<file path="src/rtl/midpoint_filter_3x3_assert.svh">
// Assertion macros used by the midpoint filter control block (mpf_ctrl).
`ifndef MIDPOINT_FILTER_3X3_ASSERT_SVH
`define MIDPOINT_FILTER_3X3_ASSERT_SVH

// same-cycle implication, clocked on clk_i, off during reset
`define MPF_ASSERT_IMP(lbl, ante, cons, msg) \
  lbl: assert property (@(posedge clk_i) disable iff (!rst_ni) (ante) |-> (cons)) \
    else $error(msg);

// next-cycle implication, clocked on clk_i, off during reset
`define MPF_ASSERT_NXT(lbl, ante, cons, msg) \
  lbl: assert property (@(posedge clk_i) disable iff (!rst_ni) (ante) |=> (cons)) \
    else $error(msg);

`endif

</file>
<file path="src/rtl/mpf_pkg.sv">
// Types and constants of the midpoint filter.
package mpf_pkg;

  localparam int unsigned DEF_MAX_WIDTH  = 2048;
  localparam int unsigned DEF_MAX_HEIGHT = 2048;
  localparam int unsigned MIN_SIZE       = 3;

  localparam int unsigned CHAN_W     = 8;
  localparam int unsigned NUM_CHAN   = 3;
  localparam int unsigned PIX_W      = CHAN_W * NUM_CHAN;
  localparam int unsigned CFG_SIZE_W = 12;
  localparam int unsigned CFG_IDX_W  = 2;

  localparam logic [CFG_SIZE_W-1:0] RST_IMAGE_WIDTH  = 12'd640;
  localparam logic [CFG_SIZE_W-1:0] RST_IMAGE_HEIGHT = 12'd480;
  localparam logic [CHAN_W-1:0]     RST_BORDER_VALUE = 8'd255;

  typedef enum logic [CFG_IDX_W-1:0] {
    REG_IMAGE_WIDTH  = 2'd0,
    REG_IMAGE_HEIGHT = 2'd1,
    REG_BORDER_VALUE = 2'd2
  } mpf_reg_e;

  typedef enum logic {
    CMD_PIXEL = 1'b0,
    CMD_FLUSH = 1'b1
  } mpf_cmd_e;

  // channel 0 red, 1 green, 2 blue (red in the lowest bits)
  typedef logic [NUM_CHAN-1:0][CHAN_W-1:0] pixel_t;

  typedef struct packed {
    pixel_t upper;
    pixel_t lower;
  } mpf_line_t;

  typedef struct packed {
    logic is_pixel;
    logic emit;
    logic border;
    logic frame_end;
  } mpf_meta_t;

endpackage

</file>
<file path="src/rtl/mpf_window.sv">
// Column min/max window, midpoint and output register.
module mpf_window (
  input  logic                       clk_i,
  input  logic                       rst_ni,
  input  logic                       s1_valid_i,
  input  mpf_pkg::mpf_meta_t         s1_meta_i,
  input  mpf_pkg::pixel_t            s1_px_i,
  input  mpf_pkg::mpf_line_t         line_i,
  input  logic [mpf_pkg::CHAN_W-1:0] border_value_i,
  input  logic                       m_tready_i,
  output logic                       advance_o,
  output logic                       out_valid_o,
  output mpf_pkg::pixel_t            out_px_o,
  output logic                       out_last_o
);

  localparam int unsigned CW = mpf_pkg::CHAN_W;
  localparam int unsigned NC = mpf_pkg::NUM_CHAN;

  function automatic logic [CW-1:0] cmin(logic [CW-1:0] a, logic [CW-1:0] b);
    cmin = (a < b) ? a : b;
  endfunction

  function automatic logic [CW-1:0] cmax(logic [CW-1:0] a, logic [CW-1:0] b);
    cmax = (a > b) ? a : b;
  endfunction

  mpf_pkg::pixel_t    col_lo, col_hi;
  mpf_pkg::pixel_t    win_lo_q [3];
  mpf_pkg::pixel_t    win_hi_q [3];
  logic               s2_valid_q;
  mpf_pkg::mpf_meta_t s2_meta_q;
  mpf_pkg::pixel_t    result;
  logic               out_valid_q, out_last_q;
  mpf_pkg::pixel_t    out_px_q;
  logic               advance;

  assign advance = !out_valid_q || m_tready_i;

  always_comb begin
    for (int k = 0; k < NC; k++) begin
      col_lo[k] = cmin(cmin(line_i.upper[k], line_i.lower[k]), s1_px_i[k]);
      col_hi[k] = cmax(cmax(line_i.upper[k], line_i.lower[k]), s1_px_i[k]);
    end
  end

  always_ff @(posedge clk_i) begin
    if (advance && s1_valid_i && s1_meta_i.is_pixel) begin
      win_lo_q[0] <= win_lo_q[1];
      win_lo_q[1] <= win_lo_q[2];
      win_lo_q[2] <= col_lo;
      win_hi_q[0] <= win_hi_q[1];
      win_hi_q[1] <= win_hi_q[2];
      win_hi_q[2] <= col_hi;
    end
  end

  always_ff @(posedge clk_i or negedge rst_ni) begin
    if (!rst_ni) begin
      s2_valid_q <= 1'b0;
    end else if (advance) begin
      s2_valid_q <= s1_valid_i;
    end
  end

  always_ff @(posedge clk_i) begin
    if (advance) begin
      s2_meta_q <= s1_meta_i;
    end
  end

  always_comb begin
    logic [CW-1:0] lo, hi;
    logic [CW:0]   sum;
    for (int k = 0; k < NC; k++) begin
      lo  = cmin(cmin(win_lo_q[0][k], win_lo_q[1][k]), win_lo_q[2][k]);
      hi  = cmax(cmax(win_hi_q[0][k], win_hi_q[1][k]), win_hi_q[2][k]);
      sum = {1'b0, lo} + {1'b0, hi};
      result[k] = s2_meta_q.border ? border_value_i : sum[CW:1];
    end
  end

  always_ff @(posedge clk_i or negedge rst_ni) begin
    if (!rst_ni) begin
      out_valid_q <= 1'b0;
    end else if (advance) begin
      out_valid_q <= s2_valid_q && s2_meta_q.emit;
    end
  end

  always_ff @(posedge clk_i) begin
    if (advance) begin
      out_px_q   <= result;
      out_last_q <= s2_meta_q.frame_end;
    end
  end

  assign advance_o   = advance;
  assign out_valid_o = out_valid_q;
  assign out_px_o    = out_px_q;
  assign out_last_o  = out_last_q;

endmodule
</file>
<file path="config.mk">
export PLATFORM = sky130hd
export DESIGN_NAME = mpf_window
export DESIGN_NICKNAME = d
export VERILOG_FILES = /design/src/rtl/midpoint_filter_3x3_assert.svh /design/src/rtl/mpf_pkg.sv /design/src/rtl/mpf_window.sv
export SDC_FILE = /design/constraint.sdc
export NUM_CORES = 1
export LEC_CHECK = 0
export ABC_AREA = 1
export BUFFER_PORTS_ARGS = -buffer_cell sky130_fd_sc_hd__buf_2
export CAP_MARGIN = 10
export CORE_MARGIN = 2
export CORE_UTILIZATION = 39
export DETAILED_ROUTE_END_ITERATION = 7
export PLACE_DENSITY = 0.56
export SYNTH_ARGS = -nofsm -noshare
export SYNTH_HDL_FRONTEND = slang
export SYNTH_SLANG_ARGS = --single-unit
</file>
<file path="constraint.sdc">
create_clock -name clk_i -period 24.5 [get_ports clk_i]
set_input_delay 1.225 -clock clk_i [delete_from_list [all_inputs] [get_ports clk_i]]
set_output_delay 1.225 -clock clk_i [all_outputs]
set_load 0.01 [all_outputs]
</file>
# Word level (Yosys, flattened, before mapping)
# Memory sizes are Yosys's and may differ from the RTL's.
# Cells that the tools add are included.
# classes
n_lt_le_gt_ge	24
add_sub_neg	3
reduce_logical	5
muxes	29
# op_table
op	count
2-to-1 mux 8 bit	27
> comparator 8 bit	12
< comparator 8 bit	12
adder 8 x 8 -> 9 bit	3
logical AND 1 bit	3
2-to-1 mux 1 bit	2
logical NOT 1 bit	1
logical OR 1 bit	1
# totals
mem_bits_rw	144
inputBits	88
out_inout_bits	27
n_memories	2
register_bits	30
# memory_table
name	depth	word_bits	read_ports	rd_clocked_by_memory_dff	wr	line_no	rtl
win_hi_q	3	24	3	0	3	mpf_window.sv:30	mpf_pkg::pixel_t win_hi_q [3];
win_lo_q	3	24	3	0	3	mpf_window.sv:29	mpf_pkg::pixel_t win_lo_q [3];

# Depth between registers and ports, before layout
# logic_depth
depth_word	6
ltp_mapped	34
mapped_depth_nobuf	33

# Worst setup path before layout
# Ideal clock, no wire load.
# synth_path
kind	input-to-reg
from	input port m_tready_i
to	memory win_hi_q[0][0] (netlist bit), enable pin
slack_ns	15.699
arrival_ns	8.151
stages	4
setup_ns	0.650
t_required_ns	23.850
cell_sequence	inv_1 nand2_1 nand2_1 nor2_1
# synth_rtl
item	line_no	rtl
from (decl)	mpf_window.sv:10	input logic m_tready_i,
to (decl)	mpf_window.sv:30	

==> impl_results.md <==
* Number of cells traversed by the worst register-to-register path at 26
* Final period util at 20.2%
* Critical path launch point type: flip-flop
* Hold buffer count at CTS at 0
* Vias in the first global route at 9,250
* Ratio of cells with drive above 1 in the final layout at 11.9%
* Flop-to-flop setup slack at 19.54 ns
* WL per Instance at 13.5 um
* Minimum setup slack in the final design at 19.54 ns
* Width of the die at 182 um
* Unique masters post-synth at 30
* Worst-case hold slack at 0.441 ns
* Resize count post-CTS at 0
* Placer's final routability congestion estimate at 0.896
* End point of the worst hold path: out_last_o$_DFFE_PN_
* Kind of path behind the tightest hold check: reg -> reg
* Number of antenna violations at the first check in global routing at 0
* Area of the mapped netlist at 12,400 um2
* Critical path peak fanout at 16
* CP bufs+invs at 2
* Time the worst path needs with I/O delays and setup at 4.96 ns
* Family of cells with the greatest summed delay on the critical path: compound AO/OA/AOI/OAI gates
* Initial core utilization at 39.4%
* Commonest non-fill, non-tap cells in the layout: nand2_1, inv_1, ha_1
* Slew @ Worst Pin at 0.961 ns
* First-pass GRT wire length at 44,200 um
* Core region area at 31,400 um2
* Final Hold Viols at 0
* Critical path data arrival time at 5.25 ns
* Number of nets produced by synthesis at 1,711
* Largest buffer count on any clock path at 2
* Reported max-cap violation count at 0
* Asr flop ratio synth at 1.15%
* Count of flip-flops with a built-in enable after synthesis at 172
* Highest achievable clock rate at 0.202 GHz
* Worst rel slew slack at 35.9%
* Drc violations at 0
* Post-layout net count at 1,820
* Setup_tns at 0 ns
* Worst R2R End: out_px_o[15]$_DFFE_PN_
* Required time of the critical path at 24.79 ns
* Top_reg_cell synth: edfxtp_1
* DIE AREA at 33,200 um2
* Path type of the worst setup path: reg -> reg
* Total of flip-flops plus latches after synthesis at 174
* Mapped Cells at 1,440
* Number of DRC violations after detailed-routing iteration 0 at 696
* Maximum single-stage delay on the critical path at 0.76 ns
* IO buf count at 114
* Row Count at 65
* Final count of pins violating max slew at 0
* Number of synthesis warnings at 0
* Detail Route Antenna Nets at 0
* Most common cell after layout, fill and taps aside: nand2_1
* Total vias in the final route at 9,557
* Critical Path Sink Type: flip-flop
* Outcome: finished, final reports clean
* Post CTS Setup Buffer Count at 0
* Total overflow reported by the global router at 0
* Routed vias/inst at 4.87
* Slowest cell on the critical path: a21oi_1
* Mean Syn Cell Area at 8.59 um2
* Unrepaired setup endpoints after global routing: false
* Setup Skew at 0.0105 ns
* Worst voltage drop across the vdd grid at 0.0567 mV
* Wire length after detailed routing at 26,400 um
* Hold_sp: s2_meta_q[0]$_DFFE_PN_
* Length of the first detailed-routing pass in iterations at 5
* Seq/Total Area, Yosys at 42.1%
* Clock tree from TritonCTS: built
* Clock-pin transition on the worst setup and hold timing paths at 0.07 ns
* Final HPWL from detailed placement at 21,200 um
* Vertical die dimension at 182 um
* Root buffer cell: clkbuf_16
* # clock sinks at 174
* Power Density at 74.1 nW/um2
* Total clock buffers created by CTS at 17
* Pre-CTS setup slack at 19.61 ns
* Most Frequent Cell on Critical Path: nand2_1
* Worst R2R Start: win_hi_q[0][15]$_DFFE_PP_
* Ports at 115
* Leakage power summed over all cells at 6.71 nW
* Pin count of the biggest net entering global routing at 77
* Antenna diode count at 0
* Number of H-tree levels at 4
* Relative area change from synthesis to final layout at 13.2%
* Final setup violation count at 0
* Gr usage total at 16.5%
* Skew-Pair Late Insertion Delay at 0.44 ns
* Depth of the worst hold-timing path at 0
[through the flow]
step,cell area (um2),std cells,util [%],total power [mW]
CTS,14000,1963,44.6,1.05
global route,14000,1963,44.6,1.12
detailed placement,13400,1932,42.6,0.741
finish,14000,1963,44.6,1.04
global placement,13400,1932,42.6,0.734
floorplan,12400,1440,-,0.644
[worst register-to-register path, stage by stage, from the launching register on]
cell	delay [ns]
edfxtp_1	0.40
ha_1	0.32
nand2_1	0.09
nor2_1	0.18
nand3_1	0.14
o21ai_4	0.39
a21oi_1	0.18
ha_1	0.32
nand2_1	0.07
nor2_1	0.16
nand2_1	0.07
a21oi_1	0.76
nor2_1	0.07
a21oi_1	0.27
nand3_1	0.14
fa_1	0.41
inv_1	0.07
nand3_1	0.06
nand2_1	0.09
nand2_1	0.05
inv_1	0.06
o21ai_0	0.07
nand2_1	0.08
nand2_1	0.07
a21oi_1	0.11
o21ai_0	0.09
nand2_1	0.09
[how the worst max path moves through the flow]
stage	from	endpoint	slack [ns]	cells past startpoint
2_1_floorplan	m_tready_i	win_hi_q[0][0]$_DFFE_PP_	15.70	4
3_3_place_gp	win_hi_q[0][15]$_DFFE_PP_	out_px_o[15]$_DFFE_PN_	19.68	23
3_5_place_dp	win_hi_q[0][15]$_DFFE_PP_	out_px_o[15]$_DFFE_PN_	19.61	26
4_1_cts	win_hi_q[0][15]$_DFFE_PP_	out_px_o[15]$_DFFE_PN_	19.55	26
5_1_grt	win_hi_q[0][15]$_DFFE_PP_	out_px_o[15]$_DFFE_PN_	18.91	25
6_report	win_hi_q[0][15]$_DFFE_PP_	out_px_o[15]$_DFFE_PN_	19.54	26
[logic make-up after synthesis]
group	after synthesis	synth area share (%)
simple gates	471	15.6
compound gates	344	15.2
buf+inv	265	8.17
fa+ha+maj	183	18.7
flops	174	42.1
xor+xnor	3	0.212
[cell usage after synthesis, types with 3 or more instances]
cell | n | share of area, %
xor2_1 | 3 | 0.21
nand2_1 | 312 | 9.5
a21oi_1 | 132 | 5.3
nand2_4 | 3 | 0.27
o21ai_1 | 18 | 0.73
buf_4 | 3 | 0.18
fa_1 | 3 | 0.49
nand4_1 | 4 | 0.20
nand4_2 | 3 | 0.30
o31ai_1 | 6 | 0.36
edfxtp_1 | 172 | 42
a21oi_4 | 3 | 0.39
o21ai_0 | 160 | 6.5
o211ai_2 | 5 | 0.51
o21a_1 | 6 | 0.36
inv_1 | 238 | 7.2
nor2_1 | 90 | 2.7
ha_1 | 180 | 18
nand3_1 | 39 | 1.6
nand2_2 | 20 | 1.0
a211oi_1 | 5 | 0.30
buf_2 | 4 | 0.16
clkbuf_1 | 20 | 0.61
[per-layer routing]
layer / share of wire, % / GRT usage, % / vias up
met3: 4.1 / 3.17 / 23
met5: 0 / 0 / -
met1: 50 / 22.3 / 4273
li1: - / - / 5080
met4: 1.4 / 4.35 / 0
met2: 45 / 27.2 / 181
[power by group]
| part | switching [mW] | internal [mW] | total [mW] |
|---|---|---|---|
| clock network | 0.121 | 0.183 | 0.304 |
| logic | 0.222 | 0.123 | 0.345 |
| registers | 0.0151 | 0.374 | 0.389 |
| total | 0.358 | 0.680 | 1.04 |
[registers in the layout (all words and copies together) (netlist names)]
| signal | count |
|---|---|
| s2_valid_q | 1 |
| out_px_o | 24 |
| win_hi_q | 72 |
| out_valid_o | 1 |
| s2_meta_q | 3 |
| out_last_o | 1 |
| win_lo_q | 72 |
[area by class of cell]
cell class / instances / area (um2)
clock buffer: 17 / 425
clock inverter: 14 / 228
inverter: 238 / 893
tap: 402 / 503
sequential: 174 / 5220
timing repair buffer: 117 / 593
fill: 3120 / 17400
multi-input combinational: 1001 / 6150
Power figures use the tool's default switching activity.
