--- config.mk ---
export PLATFORM = sky130hd
export DESIGN_NAME = mpf_ctrl
export DESIGN_NICKNAME = d
export VERILOG_FILES = /design/src/rtl/mpf_pkg.sv /design/src/rtl/mpf_ctrl.sv
export VERILOG_INCLUDE_DIRS = /design/src /design/src/rtl
export SDC_FILE = /design/constraint.sdc
export NUM_CORES = 1
export LEC_CHECK = 0
export BUFFER_PORTS_ARGS = -buffer_cell sky130_fd_sc_hd__buf_2
export CORE_UTILIZATION = 59
export CTS_CLUSTER_DIAMETER = 60
export DETAILED_ROUTE_END_ITERATION = 8
export GPL_TIMING_DRIVEN = 0
export MAX_ROUTING_LAYER = met4
export PLACE_DENSITY = 0.8
export SLEW_MARGIN = 20
export SYNTH_ARGS = -nofsm -noshare
export SYNTH_HDL_FRONTEND = slang
export SYNTH_SLANG_ARGS = --single-unit
--- constraint.sdc ---
create_clock -name clk_i -period 5.45 [get_ports clk_i]
set_clock_uncertainty 0.1 [all_clocks]
set_input_delay 1.09 -clock clk_i [delete_from_list [all_inputs] [get_ports clk_i]]
set_output_delay 1.09 -clock clk_i [all_outputs]
set_load 0.02 [all_outputs]
--- src/rtl/midpoint_filter_3x3_assert.svh ---
// Assertion macros used by the midpoint filter control block (mpf_ctrl).
`ifndef MIDPOINT_FILTER_3X3_ASSERT_SVH
`define MIDPOINT_FILTER_3X3_ASSERT_SVH

// same-cycle implication, clocked on clk_i, off during reset
`define MPF_ASSERT_IMP(lbl, ante, cons, msg) \
  lbl: assert property (@(posedge clk_i) disable iff (!rst_ni) (ante) |-> (cons)) \
    else $error(msg);

// next-cycle implication, clocked on clk_i, off during reset
`define MPF_ASSERT_NXT(lbl, ante, cons, msg) \
  lbl: assert property (@(posedge clk_i) disable iff (!rst_ni) (ante) |=> (cons)) \
    else $error(msg);

`endif

--- src/rtl/mpf_pkg.sv ---
// Types and constants of the midpoint filter.
package mpf_pkg;

  localparam int unsigned DEF_MAX_WIDTH  = 2048;
  localparam int unsigned DEF_MAX_HEIGHT = 2048;
  localparam int unsigned MIN_SIZE       = 3;

  localparam int unsigned CHAN_W     = 8;
  localparam int unsigned NUM_CHAN   = 3;
  localparam int unsigned PIX_W      = CHAN_W * NUM_CHAN;
  localparam int unsigned CFG_SIZE_W = 12;
  localparam int unsigned CFG_IDX_W  = 2;

  localparam logic [CFG_SIZE_W-1:0] RST_IMAGE_WIDTH  = 12'd640;
  localparam logic [CFG_SIZE_W-1:0] RST_IMAGE_HEIGHT = 12'd480;
  localparam logic [CHAN_W-1:0]     RST_BORDER_VALUE = 8'd255;

  typedef enum logic [CFG_IDX_W-1:0] {
    REG_IMAGE_WIDTH  = 2'd0,
    REG_IMAGE_HEIGHT = 2'd1,
    REG_BORDER_VALUE = 2'd2
  } mpf_reg_e;

  typedef enum logic {
    CMD_PIXEL = 1'b0,
    CMD_FLUSH = 1'b1
  } mpf_cmd_e;

  // channel 0 red, 1 green, 2 blue (red in the lowest bits)
  typedef logic [NUM_CHAN-1:0][CHAN_W-1:0] pixel_t;

  typedef struct packed {
    pixel_t upper;
    pixel_t lower;
  } mpf_line_t;

  typedef struct packed {
    logic is_pixel;
    logic emit;
    logic border;
    logic frame_end;
  } mpf_meta_t;

endpackage

--- src/rtl/mpf_ctrl.sv ---
// Position counters, pending count, config registers and first pipeline stage.
`include "midpoint_filter_3x3_assert.svh"

module mpf_ctrl #(
  parameter int unsigned MaxWidth  = mpf_pkg::DEF_MAX_WIDTH,
  parameter int unsigned MaxHeight = mpf_pkg::DEF_MAX_HEIGHT,
  localparam int unsigned ColW = $clog2(MaxWidth),
  localparam int unsigned RowW = $clog2(MaxHeight)
) (
  input  logic                                clk_i,
  input  logic                                rst_ni,
  input  logic                                cfg_valid_i,
  input  logic [mpf_pkg::CFG_IDX_W-1:0]       cfg_index_i,
  input  logic [mpf_pkg::CFG_SIZE_W-1:0]      cfg_data_i,
  input  logic                                advance_i,
  input  logic                                accept_i,
  input  logic                                cmd_i,
  input  mpf_pkg::pixel_t                     px_i,
  output logic [ColW-1:0]                     rd_addr_o,
  output logic                                s1_valid_o,
  output mpf_pkg::mpf_meta_t                  s1_meta_o,
  output mpf_pkg::pixel_t                     s1_px_o,
  output logic [ColW-1:0]                     s1_col_o,
  output logic [mpf_pkg::CHAN_W-1:0]          border_value_o
);

  localparam int unsigned SzW = $clog2(MaxWidth + 2);
  localparam int unsigned HtW = $clog2(MaxHeight + 1);

  logic [mpf_pkg::CFG_SIZE_W-1:0] width_q, height_q;
  logic [mpf_pkg::CHAN_W-1:0]     border_q;

  logic [ColW-1:0] in_col_q, in_col_d;
  logic [ColW-1:0] out_col_q, out_col_d;
  logic [RowW-1:0] out_row_q, out_row_d;
  logic [SzW-1:0]  pend_q, pend_d;

  logic [SzW-1:0] w_eff, w_m1, w_p1;
  logic [HtW-1:0] h_eff, h_m1;
  logic           size_wr, is_flush, emit, col_last, out_col_last, out_row_last;

  logic               s1_valid_q;
  mpf_pkg::mpf_meta_t s1_meta_q, meta;
  mpf_pkg::pixel_t    s1_px_q;
  logic [ColW-1:0]    s1_col_q;

  always_comb begin
    if (32'(width_q) < mpf_pkg::MIN_SIZE) begin
      w_eff = SzW'(mpf_pkg::MIN_SIZE);
    end else if (32'(width_q) > MaxWidth) begin
      w_eff = SzW'(MaxWidth);
    end else begin
      w_eff = SzW'(width_q);
    end
    if (32'(height_q) < mpf_pkg::MIN_SIZE) begin
      h_eff = HtW'(mpf_pkg::MIN_SIZE);
    end else if (32'(height_q) > MaxHeight) begin
      h_eff = HtW'(MaxHeight);
    end else begin
      h_eff = HtW'(height_q);
    end
  end

  assign w_m1 = w_eff - SzW'(1);
  assign w_p1 = w_eff + SzW'(1);
  assign h_m1 = h_eff - HtW'(1);

  assign size_wr = cfg_valid_i &&
                   (cfg_index_i == mpf_pkg::REG_IMAGE_WIDTH ||
                    cfg_index_i == mpf_pkg::REG_IMAGE_HEIGHT);

  always_ff @(posedge clk_i or negedge rst_ni) begin
    if (!rst_ni) begin
      width_q  <= mpf_pkg::RST_IMAGE_WIDTH;
      height_q <= mpf_pkg::RST_IMAGE_HEIGHT;
      border_q <= mpf_pkg::RST_BORDER_VALUE;
    end else if (cfg_valid_i) begin
      case (cfg_index_i)
        mpf_pkg::REG_IMAGE_WIDTH:  width_q  <= cfg_data_i;
        mpf_pkg::REG_IMAGE_HEIGHT: height_q <= cfg_data_i;
        mpf_pkg::REG_BORDER_VALUE: border_q <= cfg_data_i[mpf_pkg::CHAN_W-1:0];
        default: ;
      endcase
    end
  end

  assign is_flush     = (cmd_i == mpf_pkg::CMD_FLUSH);
  assign col_last     = (SzW'(in_col_q) == w_m1);
  assign out_col_last = (SzW'(out_col_q) == w_m1);
  assign out_row_last = (HtW'(out_row_q) == h_m1);
  assign emit         = is_flush ? (pend_q != '0) : (pend_q == w_p1);

  always_comb begin
    meta.is_pixel  = !is_flush;
    meta.emit      = emit;
    meta.border    = is_flush || (out_row_q == '0) || (out_col_q == '0) ||
                     out_row_last || out_col_last;
    meta.frame_end = out_row_last && out_col_last;
  end

  always_comb begin
    in_col_d  = in_col_q;
    out_col_d = out_col_q;
    out_row_d = out_row_q;
    pend_d    = pend_q;
    if (accept_i) begin
      if (!is_flush) begin
        in_col_d = col_last ? '0 : in_col_q + ColW'(1);
        if (!emit) begin
          pend_d = pend_q + SzW'(1);
        end
      end else if (emit) begin
        pend_d = pend_q - SzW'(1);
      end
      if (emit) begin
        if (out_col_last) begin
          out_col_d = '0;
          out_row_d = out_row_last ? '0 : out_row_q + RowW'(1);
        end else begin
          out_col_d = out_col_q + ColW'(1);
        end
      end
    end
  end

  always_ff @(posedge clk_i or negedge rst_ni) begin
    if (!rst_ni) begin
      in_col_q  <= '0;
      out_col_q <= '0;
      out_row_q <= '0;
      pend_q    <= '0;
    end else if (size_wr) begin
      in_col_q  <= '0;
      out_col_q <= '0;
      out_row_q <= '0;
      pend_q    <= '0;
    end else begin
      in_col_q  <= in_col_d;
      out_col_q <= out_col_d;
      out_row_q <= out_row_d;
      pend_q    <= pend_d;
    end
  end

  always_ff @(posedge clk_i or negedge rst_ni) begin
    if (!rst_ni) begin
      s1_valid_q <= 1'b0;
    end else if (advance_i) begin
      s1_valid_q <= accept_i;
    end
  end

  always_ff @(posedge clk_i) begin
    if (advance_i) begin
      s1_meta_q <= meta;
      s1_px_q   <= px_i;
      s1_col_q  <= in_col_q;
    end
  end

  assign rd_addr_o      = in_col_q;
  assign s1_valid_o     = s1_valid_q;
  assign s1_meta_o      = s1_meta_q;
  assign s1_px_o        = s1_px_q;
  assign s1_col_o       = s1_col_q;
  assign border_value_o = border_q;

  `MPF_ASSERT_IMP(a_pend_bound, 1'b1, pend_q <= w_p1, "pending count above width plus one")
  `MPF_ASSERT_NXT(a_size_restart, size_wr, pend_q == '0 && in_col_q == '0 && out_col_q == '0,
                  "size write did not restart the frame")
  `MPF_ASSERT_NXT(a_emit_hold, accept_i && !is_flush && emit && !size_wr,
                  pend_q == $past(pend_q), "pending count moved on a pixel with output")

endmodule

## Word-level counts from Yosys, hierarchy flattened

Cells that the tools add are included.

- Register bits after elaboration: 117
- Bits of input ports: 44
- Output and inout port bits: 59
- Word-level logic and storage cells: 82

- Add/subtract/negate cells: 8
- Order comparisons: 4
- Equal/unequal tests: 9
- Mux-type cells: 23
- Reduce and logical (&&, ||, !) cells: 22

Operator list:

| operator | count |
|---|---|
| 2-to-1 mux 11 bit | 13 |
| 2-to-1 mux 12 bit | 9 |
| equality test 11 x 12 -> 1 bit | 3 |
| subtractor 12 x 1 -> 12 bit (second input constant) | 3 |
| adder 11 x 1 -> 11 bit (second input constant) | 3 |
| adder 12 x 1 -> 12 bit (second input constant) | 2 |
| > comparator 12 bit (second input constant) | 2 |
| less-than comparator 12 x 2 -> 1 bit (second input constant) | 2 |
| zero test 11 bit | 2 |
| equality test 12 bit | 1 |
| nonzero test 12 bit | 1 |
| AND reduction 2 bit | 5 |
| AND reduction 3 bit | 2 |
| nonzero test 2 bit | 3 |
| logical OR 1 bit | 5 |
| inequality test 3 x 1 -> 1 bit (second input constant) | 1 |
| inequality test 3 bit (second input constant) | 1 |
| equality test 2 x 1 -> 1 bit (second input constant) | 1 |
| equality test 2 bit (second input constant) | 1 |
| logical AND 1 bit | 2 |
| zero test 2 bit | 1 |
| inequality test 2 x 1 -> 1 bit (second input constant) | 1 |
| zero test 1 bit | 1 |
| 2-to-1 mux 1 bit | 1 |

## Logic depth before layout (Yosys ltp)

Gate-level depths: netlist (run 1).

- Depth in word-level cells: 10
- Depth in mapped cells: 18
- Gate-level depth less buffers: 15

## Least setup slack after synthesis (run 1)

Ideal clock, no wire load.

- Path kind: reg-to-reg
- Start point: reg width_q[10] (netlist name)
- End point: reg in_col_q[4], in the netlist rd_addr_o[4]
- Library setup time: 0.121 ns
- Arrival time: 3.828 ns
- Required time: 5.229 ns
- Path slack: 1.401 ns
- Cell stages (with the launch flop): 18
- Buffers on the path: 3
- Clock period less this slack: 4.049 ns
- Cells stage by stage: dfrtp_1 -> buf_6 -> nor4_2 -> and3_1 -> o21a_1 -> inv_1 -> ha_1 -> clkbuf_1 -> inv_1 -> xnor2_1 -> xnor2_1 -> o311ai_0 -> a311oi_1 -> or4b_1 -> o41ai_1 -> buf_2 -> o21ai_0 -> a22o_1

- Longest elaborated chain between the ends: 9
- Elaborated cells on any way between the ends: 10
- Those cells by class: add/sub (1); order compare (2); eq/ne (1); mux (6)

Ends and longest elaborated chain:

| item | RTL line | RTL |
|---|---|---|
| from (decl) | mpf_ctrl.sv:30 | `logic [mpf_pkg::CFG_SIZE_W-1:0] width_q, height_q;` |
| from (signal assigned) | mpf_ctrl.sv:74 | `width_q <= mpf_pkg::RST_IMAGE_WIDTH;` |
| from (signal assigned) | mpf_ctrl.sv:79 | `mpf_pkg::REG_IMAGE_WIDTH: width_q <= cfg_data_i;` |
| > comparator 12 bit | mpf_ctrl.sv:50 | `end else if (32'(width_q) > MaxWidth) begin` |
| 2-to-1 mux 12 bit | mpf_ctrl.sv:50 |  |
| 2-to-1 mux 12 bit (*) | mpf_ctrl.sv:48 | `if (32'(width_q) < mpf_pkg::MIN_SIZE) begin` |
| subtractor 12 x 1 -> 12 bit (*) | mpf_ctrl.sv:64 | `assign w_m1 = w_eff - SzW'(1);` |
| equality test 11 x 12 -> 1 bit (*) | mpf_ctrl.sv:88 | `assign col_last = (SzW'(in_col_q) == w_m1);` |
| 2-to-1 mux 11 bit (*) | mpf_ctrl.sv:108 | `in_col_d = col_last ? '0 : in_col_q + ColW'(1);` |
| 2-to-1 mux 11 bit (*) | mpf_ctrl.sv:107 | `if (!is_flush) begin` |
| 2-to-1 mux 11 bit (*) | mpf_ctrl.sv:106 | `if (accept_i) begin` |
| 2-to-1 mux 11 bit (*) | mpf_ctrl.sv:132 | `end else if (size_wr) begin` |
| to (signal assigned) | mpf_ctrl.sv:138 | `in_col_q <= in_col_d;` |
| to (decl) | mpf_ctrl.sv:33 | `logic [ColW-1:0] in_col_q, in_col_d;` |

Mark *: on every way between the ends. The rest lies on a longest branch, timed or not. The select of a mux whose other input is x is not followed.
A chain may end at the register's enable or synchronous reset.

## Worst setup path after layout (run 1)

- Start point: reg width_q[10] (netlist name)
- End point: reg out_col_q[10]

- Longest elaborated chain between the ends: 9
- Elaborated cells on any way between the ends: 15
- Those cells by class: add/sub (2); order compare (2); eq/ne (2); mux (7); reduce/logical (2)

Ends and longest elaborated chain:

| item | RTL line | RTL |
|---|---|---|
| > comparator 12 bit | mpf_ctrl.sv:50 |  |
| 2-to-1 mux 12 bit | mpf_ctrl.sv:50 |  |
| 2-to-1 mux 12 bit (*) | mpf_ctrl.sv:48 |  |
| subtractor 12 x 1 -> 12 bit | mpf_ctrl.sv:64 |  |
| equality test 11 x 12 -> 1 bit | mpf_ctrl.sv:89 | `assign out_col_last = (SzW'(out_col_q) == w_m1);` |
| 2-to-1 mux 11 bit | mpf_ctrl.sv:116 | `if (out_col_last) begin` |
| 2-to-1 mux 11 bit | mpf_ctrl.sv:115 | `if (emit) begin` |
| 2-to-1 mux 11 bit | mpf_ctrl.sv:106 |  |
| 2-to-1 mux 11 bit | mpf_ctrl.sv:132 |  |
| to (signal assigned) | mpf_ctrl.sv:139 | `out_col_q <= out_col_d;` |
| to (decl) | mpf_ctrl.sv:34 | `logic [ColW-1:0] out_col_q, out_col_d;` |

Marks and branches as above.

==> metrics.md, run 1 <==
| Metric | Value |
|---|---|
| Fraction of the mapped netlist area in simple logic gates | `0.228` |
| Dpl cell area | `0.00828 mm2` |
| DR iter-0 viols | `548` |
| Critical Path RT | `5.69 ns` |
| FP Rows | `40` |
| Psw | `0.00129 W` |
| Die Y | `115 um` |
| RSZ-0062 raised after global routing | `false` |
| Worst reg2reg path depth | `15` |
| Crit path cell chain | `buf_6, nor4_2, and3_1, o21a_1, ha_1, nand4b_1, and2_1, or4_1, o31a_1, a21oi_1, a41o_1, clkbuf_1, nand2b_1, or3_1, a21oi_1` |
| Endpoint type of the worst setup path | `flip-flop` |
| CTS tree | `done` |
| Syn Std Cell Area | `0.00753 mm2` |
| Syn-to-layout area delta | `17.8%` |
| Die area | `0.0132 mm2` |
| First-pass GRT wire length | `32.8 mm` |
| CTS Buf Count | `17` |
| Dpl cells | `1053` |
| Reg power frac | `0.336` |
| Worst EP arrival | `5.42 ns` |
| Status | `finished, final reports clean` |
| Vias in the first global route | `6497` |
| Min Clock Period, post-route | `5.18 ns` |
| Synth Area in XOR/XNOR | `0.0635` |
| Slew at the pin with the worst max-slew slack | `0.855 ns` |
| I/O Pins | `103` |
| Fillers | `929` |
| VDD IR max | `0.303 mV` |
| Post-synthesis mux area share | `0.0665` |
| FMAX | `0.193 GHz` |
| Slew Viols, Final | `0` |
| Post-synthesis adder-cell area fraction | `0.0326` |
| Die Wd | `115 um` |
| Max_slew headroom | `0.430` |
| Nets@finish | `967` |
| LEAKAGE | `3.64 nW` |
| Net Sw Frac | `0.363` |
| Final GP Congestion | `0.932` |
| Crit-path max cell delay | `0.52 ns` |
| Hold crit path type | `reg2reg` |
| Cell count along the critical path | `15` |
| Worst path bufs/invs | `2` |
| Slowest cell on crit path | `nor4_2` |
| Mapped Avg Cell Area | `9.62 um2` |
| Sequential cell area fraction in the yosys report | `0.417` |
| CTS clk-pin slew, worst paths | `0.06 ns` |
| Delay-heaviest family, CP | `simple AND/OR/NAND/NOR gates` |
| Drt first pass iters | `5` |
| Clock Latency Late Sink | `0.42 ns` |
| Synth Instances | `782` |
| Setup crit start kind | `flip-flop` |
| Main combinational cell family by area after synthesis | `simple AND/OR/NAND/NOR gates` |
| Period utilisation layout | `0.950` |
| Core Box Area | `0.0122 mm2` |
| Post-synthesis compound-gate area fraction | `0.155` |
| Async S/R FF share, synth | `0.667` |
| Yosys warning count | `0` |
| Detailed-route via count | `6756` |
| Worst R2R Start | `width_q[10]$_DFFE_PN0P_` |
| Worst Min Path Start | `s1_valid_o$_DFFE_PN0P_` |
| Worst setup startpoint | `width_q[10]$_DFFE_PN0P_` |
| EDFF count, synth | `39` |
| Syn nets | `845` |
| Layout Cells excl Fill | `1085` |
| Proportion of layout cells with a drive suffix above 1 | `0.230` |
| Crit path to | `out_col_q[10]$_DFFE_PN0P_` |
| Synth Flop Type | `dfrtp_1` |
| Setup tns final | `0 ns` |
| Pwr dens | `400 mW/mm2` |
| Post-CTS Setup Bufs | `0` |
| Hold-fix buffers at CTS | `0` |
| Combinational fraction of design power | `0.349` |
| Synth cell types | `81` |
| Clk root buf | `clkbuf_16` |
| Place WS | `0.413 ns` |
| Crit Path Class | `reg2reg` |
| Grt ovf | `0` |
| Post-CTS Resized | `0` |
| Pint | `0.00226 W` |
| Hold Vio Cnt, Final | `0` |
| Clock power frac | `0.315` |
| Final Instance Area | `0.00886 mm2` |
| Largest net degree at the start of global routing | `50` |
| Crit path top cell by count | `a21oi_1` |
| Drt wl/cell | `18.8 um` |
| GRT Util Overall | `0.335` |
| Synthesized flop and latch total | `117` |
| Remaining antenna violation count | `0` |
| DRT Wirelength | `20.4 mm` |
| Max capacitance violation total | `0` |
| H-tree levels | `4` |
| Area of the multi-input gates | `0.00411 mm2` |
| Worst r2r dst | `out_col_q[10]$_DFFE_PN0P_` |
| Register-to-Register Setup Slack | `0.27 ns` |
| Port Buffers | `102` |
| Register area | `0.00314 mm2` |
| Max FO, Critical Path | `10` |
| Initial antenna violation count | `0` |
| Ant. Diodes | `0` |
| Final WS setup | `0.275 ns` |
| # DRC | `0` |
| Clock buffer depth | `2` |
| Dpl hpwl | `15.0 mm` |
| Endpoints failing setup | `0` |
| Starting Density | `0.616` |
| Clock sink total | `117` |
| DR vias/cell | `6.23` |
| Min-Delay Path Depth | `1` |
[layer usage]
| metal | vias to the layer above | global-route usage | part of all wire |
|---|---|---|---|
| li1 | 3131 | - | - |
| met1 | 3312 | 0.427 | 0.43 |
| met2 | 271 | 0.525 | 0.48 |
| met3 | 42 | 0.0664 | 0.064 |
| met4 | 0 | 0.133 | 0.025 |
| met5 | - | - | 0 |
[power by group through the flow]
stage	Clock [W]	Sequential, W	Combinational (W)
after global routing	0.00116	0.00121	0.00135
after global placement	0	0.00120	0.00117
after CTS	0.00113	0.00119	0.00122
after floorplan	0	0.00122	0.000853
after detailed placement	0	0.00120	0.00121
final	0.00112	0.00119	0.00124
[layout make-up]
| class | instances | share of cell area |
|---|---|---|
| Multi-Input combinational cell | 595 | 0.463 |
| Sequential cell | 117 | 0.354 |
| Timing Repair Buffer | 103 | 0.0610 |
| Clock buffer | 19 | 0.0500 |
| Tap cell | 168 | 0.0237 |
| Buffer | 48 | 0.0222 |
| Clock inverter | 13 | 0.0164 |
| Inverter | 22 | 0.00932 |
[registers in the layout, summed over array words and instances (netlist names)]
signal          cells
rd_addr_o          11
pend_q             12
s1_col_o           11
s1_meta_o           4
width_q            12
s1_valid_o          1
out_row_q          11
height_q           12
border_value_o      8
s1_px_o            24
out_col_q          11
[Yosys cell counts (all sizes together) (8+ instances only)]
cell,count,area (um2)
nor4,19,144
nand3,24,120
o21ai,45,225
inv,22,82.6
nor3,30,171
a22o,8,70.1
and2,10,62.6
and3,18,113
xnor2,36,315
nor2,65,244
nand2b,10,62.6
a31oi,12,75.1
nand2,35,134
or3,12,80.1
a21o,10,75.1
dfstp,14,368
ha,18,225
a21oi,40,200
mux2,32,360
xor2,16,140
clkbuf,39,146
nor2b,25,156
dfrtp,64,1600
buf,9,50.0
nand3b,10,75.1
mux2i,14,140
edfxtp,39,1170
[worst min-delay path by stage]
| stage | endpoint | slack, ns |
|---|---|---|
| 2_1_floorplan | height_q[0]$_DFFE_PN0P_ | 0.42 |
| 3_3_place_gp | s1_valid_o$_DFFE_PN0P_ | 0.38 |
| 3_5_place_dp | s1_valid_o$_DFFE_PN0P_ | 0.40 |
| 4_1_cts | s1_valid_o$_DFFE_PN0P_ | 0.41 |
| 5_1_grt | s1_valid_o$_DFFE_PN0P_ | 0.42 |
| 6_report | s1_valid_o$_DFFE_PN0P_ | 0.41 |
[cells in the final DEF (no fill, tap or decap), types with 12 or more instances in the layout]
| cell type | instances |
|---|---|
| nand3_1 | 24 |
| dfstp_2 | 14 |
| clkbuf_1 | 40 |
| a21oi_1 | 40 |
| nor2_1 | 65 |
| clkbuf_16 | 17 |
| nor4_1 | 15 |
| mux2i_1 | 14 |
| nand2_1 | 34 |
| xor2_1 | 16 |
| dfrtp_1 | 64 |
| and3_1 | 18 |
| a31oi_1 | 12 |
| nor2b_1 | 25 |
| ha_1 | 18 |
| mux2_2 | 32 |
| buf_2 | 108 |
| edfxtp_1 | 39 |
| o21ai_0 | 44 |
| nor3_1 | 27 |
| inv_1 | 22 |
| xnor2_1 | 36 |
[through the flow]
stage / util / total power [W] / hold slack (ns)
after floorplan: - / 0.00208 / 0.421
after global placement: 0.675 / 0.00236 / 0.384
after detailed placement: 0.678 / 0.00242 / 0.398
after CTS: 0.726 / 0.00354 / 0.411
after global routing: 0.726 / 0.00372 / 0.417
final: 0.726 / 0.00355 / 0.407
[cells by family after synthesis]
group,after synthesis
multiplexers,46
AO/OA/AOI/OAI,177
adder cells (fa/ha/maj),19
flip-flops,117
XOR/XNOR,53
buffers and inverters,70
AND/OR/NAND/NOR,300
No activity file was read; power rests on OpenSTA's default activity.
==> inputs of run 2 (changes only) <==
- CORE_UTILIZATION: 59 -> 53
- PLACE_DENSITY: 0.8 -> 0.75
- clock period: 5.45 -> 4.2 ns (I/O delays scaled with it)
==> metrics.md, run 2 (synthesis gave the netlist of run 1 again) <==
| Metric | Value |
|---|---|
| Status | `finished, final reports clean` |
| Delay-heaviest family, CP | `compound AO/OA/AOI/OAI gates` |
| Max reg flops | `24` |
| Register area | `0.00314 mm2` |
| Period utilisation layout | `0.986` |
| Fillers | `1101` |
| Reg power frac | `0.335` |
| Max_slew headroom | `0.431` |
| Commonest non-fill, non-tap cells in the layout | `107 x buf_2, 63 x nor2_1, 63 x dfrtp_1` |
| Combinational fraction of design power | `0.356` |
| Ant. Diodes | `0` |
| Final GP Congestion | `0.918` |
| Proportion of layout cells with a drive suffix above 1 | `0.275` |
| Hold WS | `0.276 ns` |
| Crit Path Class | `reg2reg` |
| Crit-path max cell delay | `0.41 ns` |
| Slowest cell on crit path | `dfrtp_1` |
| Pint | `0.00298 W` |
| FP Rows | `43` |
| Die Wd | `121 um` |
| Psw | `0.00170 W` |
| Drt first pass iters | `9` |
| DRT Wirelength | `19.6 mm` |
| Critical Path RT | `4.41 ns` |
| Remaining antenna violation count | `0` |
| Worst EP arrival | `4.35 ns` |
| Clock Latency Late Sink | `0.43 ns` |
| Min Clock Period, post-route | `4.14 ns` |
| Endpoint type of the worst setup path | `flip-flop` |
| Starting Density | `0.542` |
| GRT Util Overall | `0.280` |
| VDD IR max | `0.328 mV` |
| Net Sw Frac | `0.364` |
| Die area | `0.0147 mm2` |
| Hold Vio Cnt, Final | `0` |
| Detailed-route via count | `6732` |
| FMAX | `0.241 GHz` |
| H-tree levels | `4` |
| Slew at the pin with the worst max-slew slack | `0.854 ns` |
| Initial antenna violation count | `0` |
| Worst path bufs/invs | `4` |
| Largest net degree at the start of global routing | `46` |
| LEAKAGE | `3.82 nW` |
| Core Box Area | `0.0139 mm2` |
| DR iter-0 viols | `425` |
| Syn-to-layout area delta | `22.1%` |
| Hold crit path type | `in2async` |
| Clk root buf | `clkbuf_16` |
| Max capacitance violation total | `0` |
| Clock buffer depth | `2` |
| Dpl cell area | `0.00829 mm2` |
| Layout Cells excl Fill | `1111` |
| Slew Viols, Final | `0` |
| Nets@finish | `981` |
| # DRC | `0` |
| CTS Buf Count | `17` |
| Crit path top cell by count | `buf_4` |
| Pwr dens | `509 mW/mm2` |
| I/O Pins | `103` |
| DR vias/cell | `6.06` |
| Dpl cells | `1065` |
| Dpl hpwl | `13.8 mm` |
| Die Y | `121 um` |
| Port Buffers | `102` |
| Endpoints failing setup | `0` |
| Most frequent standard cell in the layout excluding fill and tap cells | `buf_2` |
| Crit path cell chain | `clkbuf_4, nor2_2, and3_4, o21a_2, ha_1, nand4b_1, buf_4, buf_4, nor3_1, o311ai_0, o31a_1, a21oi_4, a41o_1, nand2_2, buf_2, or3_4, o31ai_1` |
| First-pass GRT wire length | `31.1 mm` |
| Final Instance Area | `0.00919 mm2` |
| RSZ-0062 raised after global routing | `true` |
| Area of the multi-input gates | `0.00427 mm2` |
| Drt wl/cell | `17.6 um` |
| Clock sink total | `117` |
| Setup crit start kind | `flip-flop` |
| Vias in the first global route | `6277` |
| Grt ovf | `0` |
| Max FO, Critical Path | `10` |
| Clock power frac | `0.309` |
| CTS clk-pin slew, worst paths | `0.06 ns` |
| CTS tree | `done` |
==> run 2: power by group through the flow <==
| stage | clock [W] | combinational [W] | sequential (W) |
|---|---|---|---|
| global route | 0.00151 | 0.00182 | 0.00159 |
| finish | 0.00145 | 0.00167 | 0.00157 |
| floorplan | 0 | 0.00111 | 0.00159 |
| global placement | 0 | 0.00151 | 0.00156 |
| detailed placement | 0 | 0.00154 | 0.00156 |
| CTS | 0.00147 | 0.00158 | 0.00156 |
==> run 2: path summary, 6_finish.rpt <==
check / to / start / slack [ns] / depth (start not counted)
setup reg to reg: out_row_q[4]$_DFFE_PN0P_ / width_q[2]$_DFFE_PN0P_ / 0.06 / 17
min in group clk_i: s1_valid_o$_DFFE_PN0P_ / s1_valid_o$_DFFE_PN0P_ / 0.40 / 1
setup / recovery: out_row_q[4]$_DFFE_PN0P_ / width_q[2]$_DFFE_PN0P_ / 0.06 / 17
hold reg to reg: s1_valid_o$_DFFE_PN0P_ / s1_valid_o$_DFFE_PN0P_ / 0.40 / 1
max in group asynchronous: height_q[6]$_DFFE_PN1P_ / rst_ni / 3.09 / 2
hold / removal: pend_q[9]$_DFFE_PN0P_ / rst_ni / 0.28 / 1
==> run 2: routing by layer <==
metal,share of wire,up-vias,wire (um),GRT usage
li1,-,3183,-,-
met1,0.43,3236,8460,0.354
met2,0.47,268,9220,0.433
met3,0.071,45,1390,0.0592
met4,0.025,0,481,0.127
met5,0,-,0,-
==> run 2: area by class of cell <==
| class | instances | area share |
|---|---|---|
| Multi-Input combinational cell | 595 | 0.465 |
| Clock buffer | 17 | 0.0463 |
| Inverter | 22 | 0.00898 |
| Clock inverter | 15 | 0.0184 |
| Timing Repair Buffer | 120 | 0.0724 |
| Buffer | 45 | 0.0227 |
| Sequential cell | 117 | 0.342 |
| Tap cell | 180 | 0.0245 |
==> run 2: per-stage QoR <==
step	power, W	utilization	setup slack (ns)	TNS [ns]
final	0.00468	0.662	0.0571	0
after global routing	0.00492	0.662	-0.193	-0.868
after CTS	0.00461	0.651	0.00345	0
after detailed placement	0.00311	0.597	-0.775	-24.34
after global placement	0.00306	0.595	-0.736	-22.17
after floorplan	0.00270	-	0.151	0
==> run 2: what timing repair did <==
action | CTS | global route
setup buffers | 7 | 9
pin swaps | 6 | 6
hold buffers | 0 | 0
cloned | 0 | 1
resized for setup | 23 | 29
setup endpoints to repair | 47 | 42
==> inputs of run 3 (changes only) <==
- ABC_AREA: default -> 1
- BUFFER_PORTS_ARGS: -buffer_cell sky130_fd_sc_hd__buf_2 -> default
- CORE_MARGIN: default -> 2
- CORE_UTILIZATION: 53 -> 58
- DONT_BUFFER_PORTS: default -> 1
- PLACE_DENSITY: 0.75 -> 0.74
==> metrics.md, run 3 <==
| Metric | Value |
|---|---|
| H-tree levels | `4` |
| Post-CTS Resized | `0` |
| Pwr Total | `0.00465 W` |
| VDD IR max | `0.320 mV` |
| I/O Pins | `103` |
| Endpoints failing setup | `0` |
| Setup tns final | `0 ns` |
| Place WS | `0.515 ns` |
| Yosys top cell area share | `0.212` |
| Final WS setup | `0.474 ns` |
| DR vias/cell | `5.45` |
| Clock buffer depth | `2` |
| Port Buffers | `0` |
| Register area | `0.00314 mm2` |
| Crit Path Class | `reg2reg` |
| First-pass GRT wire length | `31.3 mm` |
| Slew at the pin with the worst max-slew slack | `0.714 ns` |
| Hold crit path type | `in2async` |
| Dpl hpwl | `13.2 mm` |
| Commonest non-fill, non-tap cells in the layout | `290 x nand2_1, 135 x nand3_1, 116 x inv_1` |
| DRT Wirelength | `18.4 mm` |
| Mapped Avg Cell Area | `7.48 um2` |
| Vias in the first global route | `6535` |
| Fillers | `1134` |
| Max capacitance violation total | `0` |
| Drt first pass iters | `5` |
| Most common cell in the netlist | `nand2_1` |
| Setup crit start kind | `flip-flop` |
| Slew Viols, Final | `0` |
| Min Clock Period, post-route | `3.73 ns` |
| FP Rows | `41` |
| Max FO, Critical Path | `10` |
| Die area | `0.0140 mm2` |
| Ant. Diodes | `0` |
| Core Box Area | `0.0127 mm2` |
| Synth Flop Type | `dfrtp_1` |
| Initial antenna violation count | `0` |
| Die Y | `118 um` |
| FMAX | `0.268 GHz` |
| Yosys warning count | `0` |
| Most frequent standard cell in the layout excluding fill and tap cells | `nand2_1` |
| GRT Util Overall | `0.288` |
| RSZ-0062 raised after global routing | `false` |
| Largest net degree at the start of global routing | `48` |
| Sequential cell area fraction in the yosys report | `0.415` |
| Area of the multi-input gates | `0.00377 mm2` |
| Critical Path RT | `4.41 ns` |
| Remaining antenna violation count | `0` |
| Pwr dens | `552 mW/mm2` |
| Proportion of layout cells with a drive suffix above 1 | `0.101` |
| Max reg flops | `24` |
| Synth area leader | `dfrtp_1` |
| Syn-to-layout area delta | `11.2%` |
| Period utilisation layout | `0.887` |
| Async S/R FF share, synth | `0.667` |
| Nets@finish | `1095` |
| Clk root buf | `clkbuf_16` |
| Clock sink total | `117` |
| # DRC | `0` |
| DR iter-0 viols | `505` |
| Hold Vio Cnt, Final | `0` |
| Synthesized flop and latch total | `117` |
| Final GP Congestion | `0.940` |
| Worst EP arrival | `3.94 ns` |
| Status | `finished, final reports clean` |
| Grt ovf | `0` |
| Dpl cell area | `0.00777 mm2` |
| CTS Buf Count | `17` |
| Syn Std Cell Area | `0.00756 mm2` |
| Drt wl/cell | `15.1 um` |
| Max_slew headroom | `0.522` |
| Syn nets | `1073` |
| Synth Instances | `1010` |
| Endpoint type of the worst setup path | `flip-flop` |
| Clock Latency Late Sink | `0.43 ns` |
| Final Instance Area | `0.00841 mm2` |
| EDFF count, synth | `39` |
| Synth cell count leaders | `290 x nand2_1, 135 x nand3_1, 116 x inv_1, 87 x nor2_1, 64 x dfrtp_1` |
| Detailed-route via count | `6636` |
| CTS clk-pin slew, worst paths | `0.06 ns` |
| LEAKAGE | `4.11 nW` |
| CTS tree | `done` |
| Die Wd | `118 um` |
| Starting Density | `0.597` |
| Top cells by area, synth | `dfrtp_1 21%, edfxtp_1 15%, nand2_1 14%` |
| Synth cell types | `45` |
run 3: cell families (layout without fill, tap and decap cells):
| group | Yosys count | after routing | share of synthesized area |
|---|---|---|---|
| buf+inv | 153 | 188 | 0.0859 |
| compound gates | 84 | 84 | 0.0636 |
| fa+ha+maj | 19 | 19 | 0.0324 |
| xor+xnor | 46 | 46 | 0.0533 |
| simple gates | 591 | 591 | 0.349 |
| flops | 117 | 117 | 0.415 |
run 3: worst paths after layout:
check,startpoint,to,slack [ns],cells past startpoint
max in group asynchronous,rst_ni,out_col_q[1]$_DFFE_PN0P_,3.02,1
setup / recovery,width_q[7]$_DFFE_PN1P_,out_row_q[3]$_DFFE_PN0P_,0.47,25
min in group clk_i,px_i[7],s1_px_o[7]$_DFFE_PP_,0.41,0
hold / removal,rst_ni,width_q[4]$_DFFE_PN0P_,0.02,0
hold reg to reg,height_q[8]$_DFFE_PN1P_,height_q[8]$_DFFE_PN1P_,0.41,2
setup reg to reg,width_q[7]$_DFFE_PN1P_,out_row_q[3]$_DFFE_PN0P_,0.47,25
run 3: cell type report:
| type | instances | share of cell area |
|---|---|---|
| Sequential cell | 117 | 0.373 |
| Multi-Input combinational cell | 740 | 0.448 |
| Clock inverter | 15 | 0.0201 |
| Tap cell | 172 | 0.0256 |
| Timing Repair Buffer | 3 | 0.00476 |
| Inverter | 126 | 0.0562 |
| Clock buffer | 17 | 0.0506 |
| Buffer | 27 | 0.0210 |
run 3: report_power, final:
part	total [W]	internal, W	switching, W
clock network	0.00147	0.000889	0.000581
logic	0.00150	0.000572	0.000925
registers	0.00168	0.00139	0.000286
total	0.00465	0.00285	0.00179
run 3: routing by layer:
metal	vias to the layer above	global-route usage	wire length [um]
met1	3073	0.338	7700
met5	-	-	0
met2	204	0.482	9090
met4	0	0.104	462
li1	3316	-	-
met3	43	0.0724	1180
run 3: through the flow:
stage / std cells / hold WS, ns / util
detailed placement: 1182 / 0.394 / 0.614
finish: 1217 / 0.0155 / 0.664
CTS: 1217 / 0.000616 / 0.664
floorplan: 1010 / 0.364 / -
global route: 1217 / 0.0000503 / 0.664
global placement: 1182 / 0.389 / 0.614
run 3: repair_timing:
action                    CTS  global route
setup buffers               0             0
hold buffers                3             0
hold endpoints to repair   23             0
run 3: critical path: stages (launching register included):
cell	delay [ns]
dfstp_2	0.62
nor2_2	0.05
nand2_2	0.09
nor2_2	0.04
nand2_2	0.09
nand2_4	0.10
nand2_4	0.12
nand2_4	0.07
buf_6	0.14
inv_2	0.09
ha_1	0.14
buf_2	0.19
inv_1	0.09
o311ai_0	0.51
nand3_1	0.13
nand2_1	0.12
nand2_1	0.05
nor2_1	0.16
nand3_1	0.10
nor2_1	0.09
nand2_1	0.06
nand2_2	0.10
nand3_2	0.09
buf_6	0.15
nand2_1	0.06
nand2_1	0.05
